[src/sv/fked_pkg.sv]
// Shared types and constants for the five-key event decoder.
package fked_pkg;

    // Configuration register file
    localparam int CFG_W     = 24;
    localparam int CFG_IDX_W = 2;

    localparam logic [CFG_IDX_W-1:0] REG_DEBOUNCE   = 2'd0;
    localparam logic [CFG_IDX_W-1:0] REG_LONG_PRESS = 2'd1;

    localparam logic [CFG_W-1:0] DEBOUNCE_RESET   = 24'd40000;
    localparam logic [CFG_W-1:0] LONG_PRESS_RESET = 24'd3000000;

    // Key vector layout
    localparam int KEY_W = 5;
    localparam int K_UP  = 0;
    localparam int K_DN  = 1;
    localparam int K_TOP = 2;
    localparam int K_BOT = 3;
    localparam int K_OK  = 4;

    // Debounced levels after this item and before it
    typedef struct packed {
        logic [KEY_W-1:0] cur;
        logic [KEY_W-1:0] prev;
    } keys_t;

    // Event flags of one item
    typedef struct packed {
        logic chord;
        logic up;
        logic down;
        logic confirm;
        logic cancel;
        logic long_cancel;
    } events_t;

endpackage

[src/sv/fked_debounce.sv]
// Debounce filter: raw sample tracking and settle-time compare.
module fked_debounce #(
    parameter int TIME_BITS = 48
) (
    input  logic                    clk,
    input  logic                    rst_n,
    input  logic                    step,
    input  logic [TIME_BITS-1:0]    now,
    input  logic [fked_pkg::KEY_W-1:0] sample,
    input  logic [fked_pkg::CFG_W-1:0] debounce_time,
    output fked_pkg::keys_t         keys
);
    import fked_pkg::*;

    logic [KEY_W-1:0]     raw_reg;
    logic [TIME_BITS-1:0] last_change_reg;
    logic [KEY_W-1:0]     stable_reg;
    logic [KEY_W-1:0]     stable_next;
    logic [TIME_BITS-1:0] elapsed;
    logic                 changed;
    logic                 settled;

    // Settle check; a fresh change restarts the timer at zero
    always_comb
    begin
        changed = (sample != raw_reg);
        elapsed = now - last_change_reg;
        if (changed)
        begin
            settled = (debounce_time == '0);
        end
        else
        begin
            settled = (elapsed >= {{(TIME_BITS-CFG_W){1'b0}}, debounce_time});
        end
        stable_next = settled ? sample : stable_reg;
        keys.cur    = stable_next;
        keys.prev   = stable_reg;
    end

    always_ff @(posedge clk or negedge rst_n)
    begin
        if (!rst_n)
        begin
            raw_reg         <= '0;
            last_change_reg <= '0;
            stable_reg      <= '0;
        end
        else if (step)
        begin
            raw_reg    <= sample;
            stable_reg <= stable_next;
            if (changed)
            begin
                last_change_reg <= now;
            end
        end
    end

endmodule

[src/sv/fked_events.sv]
// Event logic: edges, chord latch and bottom-key long press.
module fked_events #(
    parameter int TIME_BITS = 48
) (
    input  logic                    clk,
    input  logic                    rst_n,
    input  logic                    step,
    input  logic [TIME_BITS-1:0]    now,
    input  fked_pkg::keys_t         keys,
    input  logic [fked_pkg::CFG_W-1:0] long_press_time,
    output fked_pkg::events_t       events
);
    import fked_pkg::*;

    logic                 chord_reg;
    logic                 chord_next;
    logic                 long_done_reg;
    logic                 long_done_next;
    logic [TIME_BITS-1:0] bot_time_reg;
    logic [TIME_BITS-1:0] held;
    logic [KEY_W-1:0]     rise;
    logic                 bot_rise;
    logic                 long_done_eff;
    logic                 long_due;

    always_comb
    begin
        rise          = keys.cur & ~keys.prev;
        bot_rise      = rise[K_BOT];
        held          = now - bot_time_reg;
        // a new bottom press restarts the hold timer on this item
        long_done_eff = bot_rise ? 1'b0 : long_done_reg;
        if (bot_rise)
        begin
            long_due = (long_press_time == '0);
        end
        else
        begin
            long_due = (held >= {{(TIME_BITS-CFG_W){1'b0}}, long_press_time});
        end

        events         = '0;
        chord_next     = chord_reg;
        long_done_next = long_done_reg;
        if (keys.cur[K_TOP] && keys.cur[K_BOT])
        begin
            // chord: one event per press, swallows the bottom release
            if (!chord_reg)
            begin
                chord_next     = 1'b1;
                long_done_next = 1'b1;
                events.chord   = 1'b1;
            end
        end
        else
        begin
            chord_next     = 1'b0;
            long_done_next = long_done_eff;
            events.up      = rise[K_UP];
            events.down    = rise[K_DN];
            events.confirm = rise[K_TOP] | rise[K_OK];
            events.cancel  = !keys.cur[K_BOT] && keys.prev[K_BOT] && !long_done_eff;
            if (keys.cur[K_BOT] && !long_done_eff && long_due)
            begin
                long_done_next     = 1'b1;
                events.long_cancel = 1'b1;
            end
        end
    end

    always_ff @(posedge clk or negedge rst_n)
    begin
        if (!rst_n)
        begin
            chord_reg     <= 1'b0;
            long_done_reg <= 1'b0;
            bot_time_reg  <= '0;
        end
        else if (step)
        begin
            chord_reg     <= chord_next;
            long_done_reg <= long_done_next;
            if (bot_rise && !(keys.cur[K_TOP] && keys.cur[K_BOT]))
            begin
                bot_time_reg <= now;
            end
        end
    end

endmodule

[src/sv/five_key_event_decoder.sv]
// Top level of the five-key event decoder: config registers, item and result stages.
//
// One key poll item in, one result item out, at a sustained rate of one item per
// clock while out_stall is low. An accepted item is held in the input register
// and its result is then written to the output register. The per-item path is one
// TIME_BITS-wide subtract and compare for the debounce timer and one for the
// long-press timer, run side by side. While a result waits under out_stall the
// input register still takes one more item, so in_stall rises only when both
// stages are full. Configuration writes take effect on the next item processed and
// should be made while no item is in flight.
module five_key_event_decoder #(
    parameter int TIME_BITS = 48
) (
    input  logic                    clk,
    input  logic                    rst_n,
    // configuration
    input  logic                    cfg_write,
    input  logic [fked_pkg::CFG_IDX_W-1:0] cfg_index,
    input  logic [fked_pkg::CFG_W-1:0] cfg_data,
    // input items
    input  logic                    in_valid,
    output logic                    in_stall,
    input  logic [TIME_BITS-1:0]    time_us,
    input  logic                    up_pressed,
    input  logic                    down_pressed,
    input  logic                    top_pressed,
    input  logic                    bottom_pressed,
    input  logic                    ok_pressed,
    // result items
    output logic                    out_valid,
    input  logic                    out_stall,
    output logic                    chord_event,
    output logic                    up_event,
    output logic                    down_event,
    output logic                    confirm_event,
    output logic                    cancel_event,
    output logic                    long_cancel_event,
    output logic                    any_action,
    output logic [fked_pkg::KEY_W-1:0] debounced_keys
);
    import fked_pkg::*;

    logic [CFG_W-1:0]     debounce_reg;
    logic [CFG_W-1:0]     long_press_reg;

    logic                 in_vld_reg;
    logic [TIME_BITS-1:0] in_time_reg;
    logic [KEY_W-1:0]     in_keys_reg;
    logic                 out_vld_reg;
    events_t              out_ev_reg;
    logic [KEY_W-1:0]     out_keys_reg;

    logic                 advance;
    logic                 step;
    logic                 in_take;
    keys_t                keys;
    events_t              events;

    // Configuration writes; unknown indexes are dropped
    always_ff @(posedge clk or negedge rst_n)
    begin
        if (!rst_n)
        begin
            debounce_reg   <= DEBOUNCE_RESET;
            long_press_reg <= LONG_PRESS_RESET;
        end
        else if (cfg_write)
        begin
            case (cfg_index)
                REG_DEBOUNCE:   debounce_reg   <= cfg_data;
                REG_LONG_PRESS: long_press_reg <= cfg_data;
                default:        ;
            endcase
        end
    end

    // Flow control
    assign advance  = !out_vld_reg || !out_stall;
    assign step     = in_vld_reg && advance;
    assign in_stall = in_vld_reg && !advance;
    assign in_take  = in_valid && !in_stall;

    // Input stage
    always_ff @(posedge clk or negedge rst_n)
    begin
        if (!rst_n)
        begin
            in_vld_reg <= 1'b0;
        end
        else if (advance || !in_vld_reg)
        begin
            in_vld_reg <= in_valid;
        end
    end

    always_ff @(posedge clk)
    begin
        if (in_take)
        begin
            in_time_reg <= time_us;
            in_keys_reg <= {ok_pressed, bottom_pressed, top_pressed,
                            down_pressed, up_pressed};
        end
    end

    fked_debounce #(
        .TIME_BITS     (TIME_BITS)
    ) u_debounce (
        .clk           (clk),
        .rst_n         (rst_n),
        .step          (step),
        .now           (in_time_reg),
        .sample        (in_keys_reg),
        .debounce_time (debounce_reg),
        .keys          (keys)
    );

    fked_events #(
        .TIME_BITS       (TIME_BITS)
    ) u_events (
        .clk             (clk),
        .rst_n           (rst_n),
        .step            (step),
        .now             (in_time_reg),
        .keys            (keys),
        .long_press_time (long_press_reg),
        .events          (events)
    );

    // Result stage
    always_ff @(posedge clk or negedge rst_n)
    begin
        if (!rst_n)
        begin
            out_vld_reg <= 1'b0;
        end
        else if (advance)
        begin
            out_vld_reg <= in_vld_reg;
        end
    end

    always_ff @(posedge clk)
    begin
        if (step)
        begin
            out_ev_reg   <= events;
            out_keys_reg <= keys.cur;
        end
    end

    assign out_valid         = out_vld_reg;
    assign chord_event       = out_ev_reg.chord;
    assign up_event          = out_ev_reg.up;
    assign down_event        = out_ev_reg.down;
    assign confirm_event     = out_ev_reg.confirm;
    assign cancel_event      = out_ev_reg.cancel;
    assign long_cancel_event = out_ev_reg.long_cancel;
    assign any_action        = |out_ev_reg;
    assign debounced_keys    = out_keys_reg;

endmodule

[config.mk]
export PLATFORM = sky130hd
export DESIGN_NAME = five_key_event_decoder
export DESIGN_NICKNAME = d
export VERILOG_FILES = /design/src/sv/fked_pkg.sv /design/src/sv/fked_debounce.sv /design/src/sv/fked_events.sv /design/src/sv/five_key_event_decoder.sv
export SDC_FILE = /design/constraint.sdc
export NUM_CORES = 1
export LEC_CHECK = 0
export BUFFER_PORTS_ARGS = -buffer_cell sky130_fd_sc_hd__buf_4
export CORE_ASPECT_RATIO = 1.4
export CORE_MARGIN = 2
export CORE_UTILIZATION = 60
export CTS_BUF_LIST = sky130_fd_sc_hd__clkbuf_4
export DETAILED_ROUTE_END_ITERATION = 8
export PLACE_DENSITY_LB_ADDON = 0.2
export REMOVE_ABC_BUFFERS = 1
export SETUP_SLACK_MARGIN = 0.2
export SYNTH_ARGS = -nofsm -noshare
export SYNTH_HDL_FRONTEND = slang
export SYNTH_HIERARCHICAL = 1
export SYNTH_SLANG_ARGS = --single-unit
[constraint.sdc]
create_clock -name clk -period 8.86 [get_ports clk]
set_input_delay 0.886 -clock clk [delete_from_list [all_inputs] [get_ports clk]]
set_output_delay 0.886 -clock clk [all_outputs]
set_load 0.01 [all_outputs]
# Word-level counts from Yosys, hierarchy flattened
# Cells that the tools add are included.
# totals
regBits	222
word_cells	67
in_bits	84
out_inout_bits	14
# op_classes
n_lt_le_gt_ge	2
eq_ne	3
muxes	10
reduce_logical	28
add_sub_neg	2
n_bitwise	3
# op_table
operator	count
48-bit by 24-bit >= comparator with 1-bit output	2
48-bit subtractor	2
24-bit zero test	2
2-bit AND reduction	5
1-bit logical AND	9
1-bit 2-to-1 mux	9
1-bit zero test	8
6-bit OR reduction	1
5-bit bitwise AND	1
5-bit 2-to-1 mux	1
5-bit != test	1
5-bit inverter	1
2-bit by 1-bit equality test with 1-bit output (second input constant)	1
2-bit zero test	1
1-bit logical OR	2
2-bit != test (second input constant)	1
1-bit bitwise OR	1

# Logic depth before layout (Yosys ltp)
# Gate-level depths: netlist of run 1.
# logic_depth
ltp_word	11
mapped_depth	31
ltp_nobuf	30

# Modules after synthesis
# The synthesis of run 1 kept the hierarchy.
# modules_own_cells
mod	seq_area_each_um2	instances	area_per_inst_um2	cells_per_inst
fked_debounce	1451.4	1	6087.1	753
fked_events	1251.2	1	5868.1	806
five_key_event_decoder	3191.8	1	3858.7	177

# Least setup slack after synthesis of run 1
# No wires, ideal clock.
# synth_path
kind	register to register
start	register in_time_reg[0]
end	register out_ev_reg, in the netlist long_cancel_event (data pin)
arrival_ns	5.936
stages_incl_launch_ff	30
n_path_buf	0
path_slack_ns	2.653
cell_sequence	edfxtp_1 inv_1 ha_1 inv_1 fa_1 a21o_1 a221oi_1 or3b_1 nand4b_1 a21oi_1 xnor2_1 ha_1 o21ai_0 nor2_1 a211o_1 nor4_1 o2111ai_1 nor4b_2 nand4_1 nor4b_2 a31oi_2 mux2_2 a221oi_1 nand3_1 nor3_1 nand3_1 nor4_1 nand4_1 nor4_2 a211oi_1
# synth_lines
element	line_no	rtl
start: declaration	five_key_event_decoder.sv:47	logic [TIME_BITS-1:0] in_time_reg;
start signal: assignment	five_key_event_decoder.sv:100	in_time_reg <= time_us;
end signal: assignment	five_key_event_decoder.sv:147	out_ev_reg <= events;
end: declaration	five_key_event_decoder.sv:50	events_t out_ev_reg;

==> key figures, run 1 <==
Status
  – Run status: completed

Placement
  – Post-Place Cell Area: 0.01671 sq mm
  – Post-Place Worst Slack: 1.453 ns
  – Buffers on Ports: 97
  – Dpl cells: 2092
  – HPWL after DPL: 37570 um
  – Routability cong.: 0.9790

Global route
  – Vias in the first global route: 14030
  – Initial antenna violation count: 1
  – GRT overflow: 0
  – First-pass GRT wire length: 74800 um
  – GRT met3 Usage: 0.04760
  – M1 GR Usage: 0.3706
  – Largest net degree at the start of global routing: 100
  – GR peak layer: met2
  – Gr usage total: 0.3507
  – GR Util met2: 0.6291

Clock tree
  – Longest Clk Path Bufs: 3
  – Post-CTS Hold Buffers: 0
  – H-Tree Depth: 2
  – Root Driver: clkbuf_4
  – CTS tree: done
  – Post-CTS setup buffer count: 0
  – Clock insertion delay at the later pin of the skew report: 0.74 ns
  – Post-CTS sizing: 0
  – Total CTS buffers: 55
  – Clk sinks: 222
  – CTS clk-pin slew, worst paths: 0.08 ns

Synthesis
  – Number of flops mapped to enable cells by yosys: 64
  – Yosys cell types: 87
  – Ys async rst share: 0.7117
  – Syn avg cell area: 9.109 sq um
  – Synthesized area: 0.01581 sq mm
  – Register area share after synthesis: 0.3727
  – Main flop type after synthesis: dfrtp_1
  – Yosys Warn Count: 6
  – Post-synthesis register bit count: 222
  – Post-synthesis cell count: 1736

STA
  – FMAX: 134.4 MHz
  – Slew @ Worst Pin: 1.030 ns
  – Final worst-path cycle share: 0.8396
  – Rel. slew slack: 0.3118
  – Worst Setup Slack, final: 1.421 ns
  – Clk_skew: 0.05009 ns
  – TNS Setup: 0 ns
  – Pins Over Slew Limit: 0
  – Min cycle time layout: 7.439 ns
  – Finish-stage setup viols: 0
  – Hold Fails Final Rpt: 0
  – RSZ-0062 raised after global routing: false

Setup path
  – WS Path Type: reg2reg
  – Crit path launch type: flop
  – Worst EP arrival: 7.90 ns
  – Critical path buffers and inverters: 2
  – Slowest CP cell: nor4b_2
  – Critical Path RT: 9.32 ns
  – Worst-path maximum fanout: 6
  – Top Family by Delay on Critical Path: simple AND/OR/NAND/NOR gates
  – Crit path capture type: flop
  – Critical Path Max Stage Delay: 0.57 ns

Routing
  – Via density: 6.208
  – Via count: 13630
  – DR iter-0 viols: 886
  – Final wirelength: 47970 um
  – Drt first pass iters: 6
  – DRC: 0
  – Wire length per cell: 21.86 um
  – Final ANT Viol Nets: 0

Layout
  – Final non-filler cell total: 2195
  – Area grow syn2layout: 10.42%
  – Fin area: 0.01746 sq mm
  – Most frequent cells in the layout: nand2_1, inv_1, a21oi_1, dfrtp_1, ha_1
  – Final net count: 2053
  – Share of layout cells above drive strength 1: 0.1904
  – Commonest non-fill, non-tap cell in the layout: nand2_1

Floorplan
  – Initial core utilization: 0.6079
  – Die span in y: 196.1 um
  – I/O Pins: 98
  – Core area: 0.02601 sq mm
  – Num rows: 70
  – Die width: 141.2 um
  – Die Area: 0.02769 sq mm

Power and ir drop
  – Final Total Pwr: 5.531 mW
  – Reg power frac: 0.264
  – Switching portion of total power: 0.4581
  – VDD IR max: 0.0001718 V
  – Combinational power share: 0.572
  – NetSw: 2.534 mW
  – Power Internal: 2.997 mW
  – Clock network power share: 0.164
  – Leakage: 7.638 nW
  – Power density cells: 316.7 mW/mm^2

Job
  – MaxCap Viol Count: 0

Min path
  – Worst min path class: in2async
==> cell type report <==
cell class | instances | area [sq um]
Timing Repair Buffer | 104 | 797.0
Clock buffer | 89 | 668.1
Tap cell | 324 | 405.4
Sequential cell | 222 | 5894
Antenna cell | 1 | 2.502
Multi-Input combinational cell | 1271 | 8972
Clock inverter | 13 | 80.08
Inverter | 171 | 641.9
Fill cell | 2130 | 8551
==> synth_stat cells, types with 6 or more instances <==
| cell | n | area share |
|---|---|---|
| or3_1 | 11 | 0.0044 |
| a211oi_1 | 21 | 0.010 |
| nand3_1 | 20 | 0.0063 |
| o21ai_0 | 124 | 0.039 |
| mux2_2 | 112 | 0.080 |
| edfxtp_1 | 64 | 0.12 |
| o21bai_1 | 15 | 0.0071 |
| nand4_1 | 52 | 0.021 |
| xor2_1 | 23 | 0.013 |
| o31ai_1 | 6 | 0.0028 |
| nor3_1 | 32 | 0.010 |
| a21oi_1 | 153 | 0.048 |
| nand2b_1 | 14 | 0.0055 |
| xnor2_1 | 47 | 0.026 |
| o21a_1 | 18 | 0.0085 |
| o21ai_1 | 16 | 0.0051 |
| o211ai_1 | 19 | 0.0090 |
| a31oi_1 | 6 | 0.0024 |
| a21o_1 | 15 | 0.0071 |
| nor2_1 | 100 | 0.024 |
| mux2i_1 | 15 | 0.0095 |
| dfrtp_1 | 143 | 0.23 |
| inv_1 | 171 | 0.041 |
| clkbuf_1 | 57 | 0.014 |
| nor4_1 | 21 | 0.0083 |
| a211o_1 | 7 | 0.0039 |
| and2_1 | 8 | 0.0032 |
| buf_2 | 9 | 0.0028 |
| nand2_1 | 177 | 0.042 |
| ha_1 | 142 | 0.11 |
| dfstp_2 | 15 | 0.025 |
==> through the flow <==
stage | hold slack, ns | util
after global placement | 0.4508 | 0.6424
final | 0.2372 | 0.6713
after CTS | 0.2490 | 0.6712
after global routing | 0.2884 | 0.6713
after floorplan | 0.4434 | -
after detailed placement | 0.4749 | 0.6424
==> power groups by stage <==
stage	clock [mW]	combinational [mW]	sequential, mW
2_1_floorplan	0	2.20	1.44
3_3_place_gp	0	3.03	1.47
3_5_place_dp	0	3.08	1.48
4_1_cts	0.937	3.11	1.46
5_1_grt	0.977	3.49	1.49
6_report	0.907	3.16	1.46
==> worst register-to-register path, delay by kind of cell (launching register included) <==
| kind | cells | cell delay, ns |
|---|---|---|
| flip-flops | 1 | 0.41 |
| buffers and inverters | 2 | 0.15 |
| multiplexers | 1 | 0.39 |
| AND/OR/NAND/NOR | 13 | 2.96 |
| XOR/XNOR | 1 | 0.14 |
| AO/OA/AOI/OAI | 9 | 2.26 |
| adder cells (fa/ha/maj) | 3 | 0.87 |
==> final timing paths <==
path	slack, ns	startpoint	cells after the start	end
min in group clk	0.32	time_us[23]	1	in_time_reg[23]
min	0.24	rst_n	1	u_debounce/last_change_reg[9]
max in group asynchronous	7.26	rst_n	2	u_events/bot_time_reg[38]
min reg2reg	0.50	in_vld_reg	1	out_valid
max reg2reg	1.42	in_time_reg[0]	29	long_cancel_event
max	1.42	in_time_reg[0]	29	long_cancel_event
==> layer usage <==
layer | vias to the layer above | part of all wire
li1 | 6473 | -
met1 | 6500 | 0.36
met3 | 189 | 0.040
met4 | 0 | 0.084
met5 | - | 0
met2 | 465 | 0.51
==> cells by family after synthesis <==
kind of cell | synth area share
fa+ha+maj | 0.1149
mux | 0.09067
compound gates | 0.1791
buf+inv | 0.06084
flops | 0.3727
xor+xnor | 0.03877
simple gates | 0.1430
Power figures use the tool's default switching activity.
==> run 2, diff against run 1 <==
Settings changed: ABC_AREA from default to 1, CORE_UTILIZATION 60 to 58.
Clock period 8.86 ns to 6.75 ns, I/O delays scaled along.
==> run 2 against run 1 <==
  * Worst hold slack got worse by 0.11 ns
  * Register-to-register slack got worse by 0.08 ns
  * Worst setup slack got worse by 0.081 ns
  * Largest cell class unchanged
  * Largest power group unchanged
  * Highest routed layer unchanged
==> key figures, run 2 <==
Layout
  – Share of layout cells above drive strength 1: 0.1071 (-0.08326)
  – Area grow syn2layout: 10.54%
  – Final non-filler cell total: 3197 (+46%)
  – Core Util, Final: 0.6522 (-0.01912)
  – Final net count: 2993 (+46%)
  – Commonest non-fill, non-tap cell in the layout: nand2_1
  – Fill count: 2788 (+31%)
  – Most frequent cells in the layout: nand2_1, inv_1, nor2_1, a21oi_1, dfrtp_1

STA
  – Pins Over Slew Limit: 0 (unchanged)
  – WHS: 0.1321 ns (-0.1051 ns)
  – Hold Fails Final Rpt: 0 (unchanged)
  – Final worst-path cycle share: 0.8014 (-0.03819)
  – Clk_skew: 0.04683 ns (-0.003266 ns)
  – TNS Setup: 0 ns (unchanged)
  – Rel. slew slack: 0.3746 (+0.06279)
  – Min cycle time layout: 5.410 ns (-2.029 ns)
  – Finish-stage setup viols: 0 (unchanged)
  – RSZ-0062 raised after global routing: false
  – Slew @ Worst Pin: 0.9381 ns (-0.09174 ns)
  – FMAX: 184.9 MHz (+38%)

Routing
  – Wire length per cell: 16.96 um (-22%)
  – Via density: 5.275 (-15%)
  – DRC: 0 (unchanged)
  – Via count: 16870 (+24%)
  – DR iter-0 viols: 1070 (+21%)
  – Drt first pass iters: 5 (-1)
  – Final wirelength: 54230 um (+13%)
  – Final ANT Viol Nets: 0 (unchanged)

Setup path
  – Top Family by Delay on Critical Path: simple AND/OR/NAND/NOR gates
  – Critical path buffers and inverters: 5 (+3)
  – Worst-path maximum fanout: 45 (+39)
  – Crit path launch type: flop
  – Critical Path Max Stage Delay: 0.41 ns (-0.16 ns)
  – Worst EP arrival: 5.98 ns (-1.92 ns)
  – Crit path capture type: flop
  – Critical Path RT: 7.32 ns (-2.00 ns)
  – Slowest CP cell: fa_1
  – WS Path Type: reg2reg

Global route
  – Initial antenna violation count: 2 (+1)
  – Largest net degree at the start of global routing: 96 (-4.0%)
  – Vias in the first global route: 16730 (+19%)
  – Gr usage total: 0.3453 (-0.005425)
  – First-pass GRT wire length: 85010 um (+14%)
  – GRT overflow: 0 (unchanged)

Power and ir drop
  – Power Internal: 3.682 mW (+23%)
  – Leakage: 11.04 nW (+44%)
  – Combinational power share: 0.555 (-0.017)
  – Clock network power share: 0.178 (+0.014)
  – Power density cells: 351.8 mW/mm^2 (+11%)
  – VDD IR max: 0.0002675 V (+56%)
  – NetSw: 3.207 mW (+27%)
  – Reg power frac: 0.267 (+0.003)
  – Switching portion of total power: 0.4656 (+0.007442)

Synthesis
  – Post-synthesis register bit count: 222 (unchanged)
  – Top cells by area, synth: dfrtp_1, nand2_1, edfxtp_1
  – Leading area contributor after synthesis: dfrtp_1
  – Yosys Warn Count: 6 (unchanged)
  – Number of flops mapped to enable cells by yosys: 64 (unchanged)
  – Post-synth top area share: 0.2020 (-0.02429)
  – Post-synthesis cell count: 2641 (+52%)
  – Main flop type after synthesis: dfrtp_1
  – Synthesized area: 0.01772 sq mm (+12%)
  – Syn avg cell area: 6.708 sq um (-26%)
  – Cell with the most instances after synthesis: nand2_1
  – Synth top cells by count: nand2_1, inv_1, nor2_1
  – Yosys cell types: 51 (-41%)
  – Register area share after synthesis: 0.3327 (-0.04001)
  – Ys async rst share: 0.7117 (unchanged)

Floorplan
  – I/O Pins: 98 (unchanged)
  – Die Area: 0.03198 sq mm (+15%)
  – Die span in y: 210.8 um (+7.5%)
  – Core area: 0.03003 sq mm (+15%)
  – Die width: 151.7 um (+7.4%)
  – Initial core utilization: 0.5900 (-0.01798)
  – Num rows: 75 (+7.1%)

Clock tree
  – Clk sinks: 222 (unchanged)
  – Root Driver: clkbuf_4
  – CTS clk-pin slew, worst paths: 0.07 ns (about the same)
  – Post-CTS setup buffer count: 0 (unchanged)
  – H-Tree Depth: 2 (unchanged)
  – CTS tree: done
  – Longest Clk Path Bufs: 3 (unchanged)
  – Clock insertion delay at the later pin of the skew report: 0.72 ns (-0.02 ns)
  – Total CTS buffers: 54 (-1.8%)

Min path
  – Worst min path class: in2reg

Placement
  – HPWL after DPL: 44150 um (+18%)
  – Routability cong.: 0.9872 (+0.84%)
  – Dpl cells: 3093 (+48%)
  – Buffers on Ports: 97 (unchanged)

Status
  – Run status: completed

Job
  – MaxCap Viol Count: 0 (unchanged)
==> run 2: cells by family after synthesis <==
kind of cell / after synthesis / synth area share
and+or+nand+nor: 1413 / 0.3367
buffers and inverters: 550 / 0.1201
AOI/OAI and AO/OA: 259 / 0.08150
DFF: 222 / 0.3327
adders and majority gates: 144 / 0.1025
xor gates and xnor gates: 51 / 0.02521
muxes: 2 / 0.001271
==> run 2: stage by stage <==
stage	area (sq um)	power (mW)	setup WS [ns]
finish	19580	6.889	1.340
global route	19580	7.496	0.8349
CTS	19580	6.878	1.399
detailed placement	18800	5.621	1.424
global placement	18800	5.509	1.700
floorplan	17510	4.569	0.8847
==> run 2: worst paths after layout <==
check	end	startpoint	slack, ns	cells past startpoint
hold reg to reg	debounce_reg[6]	debounce_reg[6]	0.46	2
hold / removal	in_keys_reg[4]	ok_pressed	0.13	1
setup reg to reg	u_events/bot_time_reg[10]	in_time_reg[0]	1.34	32
min in group asynchronous	debounce_reg[4]	rst_n	0.57	2
setup / recovery	u_events/bot_time_reg[10]	in_time_reg[0]	1.34	32
max in group asynchronous	u_debounce/raw_reg[0]	rst_n	4.74	3
==> run 2: routing by layer <==
metal | vias up | global-route usage | routed length, um
met5 | - | 0 | 0
met2 | 515 | 0.6089 | 26880
met4 | 0 | 0.2079 | 3406
met3 | 155 | 0.05767 | 2838
met1 | 7696 | 0.3840 | 21110
li1 | 8499 | - | -
==> run 2: worst register-to-register path: cells and delay by family, from the launching register on <==
| family | cells | cell delay (ns) |
|---|---|---|
| AOI/OAI and AO/OA | 2 | 0.21 |
| xor gates and xnor gates | 1 | 0.15 |
| adders and majority gates | 3 | 0.80 |
| buffers and inverters | 5 | 0.71 |
| DFF | 1 | 0.39 |
| and+or+nand+nor | 21 | 3.01 |
==> run 2: power by group through the flow <==
stage	Sequential (mW)	Combinational (mW)	Clock [mW]
after CTS	1.84	3.78	1.26
final	1.84	3.82	1.23
after global placement	1.85	3.66	0
after global routing	1.86	4.32	1.31
after detailed placement	1.86	3.76	0
after floorplan	1.82	2.75	0
==> run 2: timing repair <==
item,in CTS,in global routing
hold buffers,1,0
hold endpoints to repair,4,0
resized for setup,0,0
==> run 2: area by class of cell <==
type | instances | area, sq um | share of cell area
Multi-Input combinational cell | 1869 | 9712 | 0.4959
Timing Repair Buffer | 106 | 802.0 | 0.04095
Sequential cell | 222 | 5894 | 0.3010
Antenna cell | 2 | 5.005 | 0.0002556
Inverter | 512 | 1922 | 0.09813
Clock buffer | 87 | 653.1 | 0.03335
Tap cell | 385 | 481.7 | 0.02460
Clock inverter | 14 | 113.9 | 0.005814
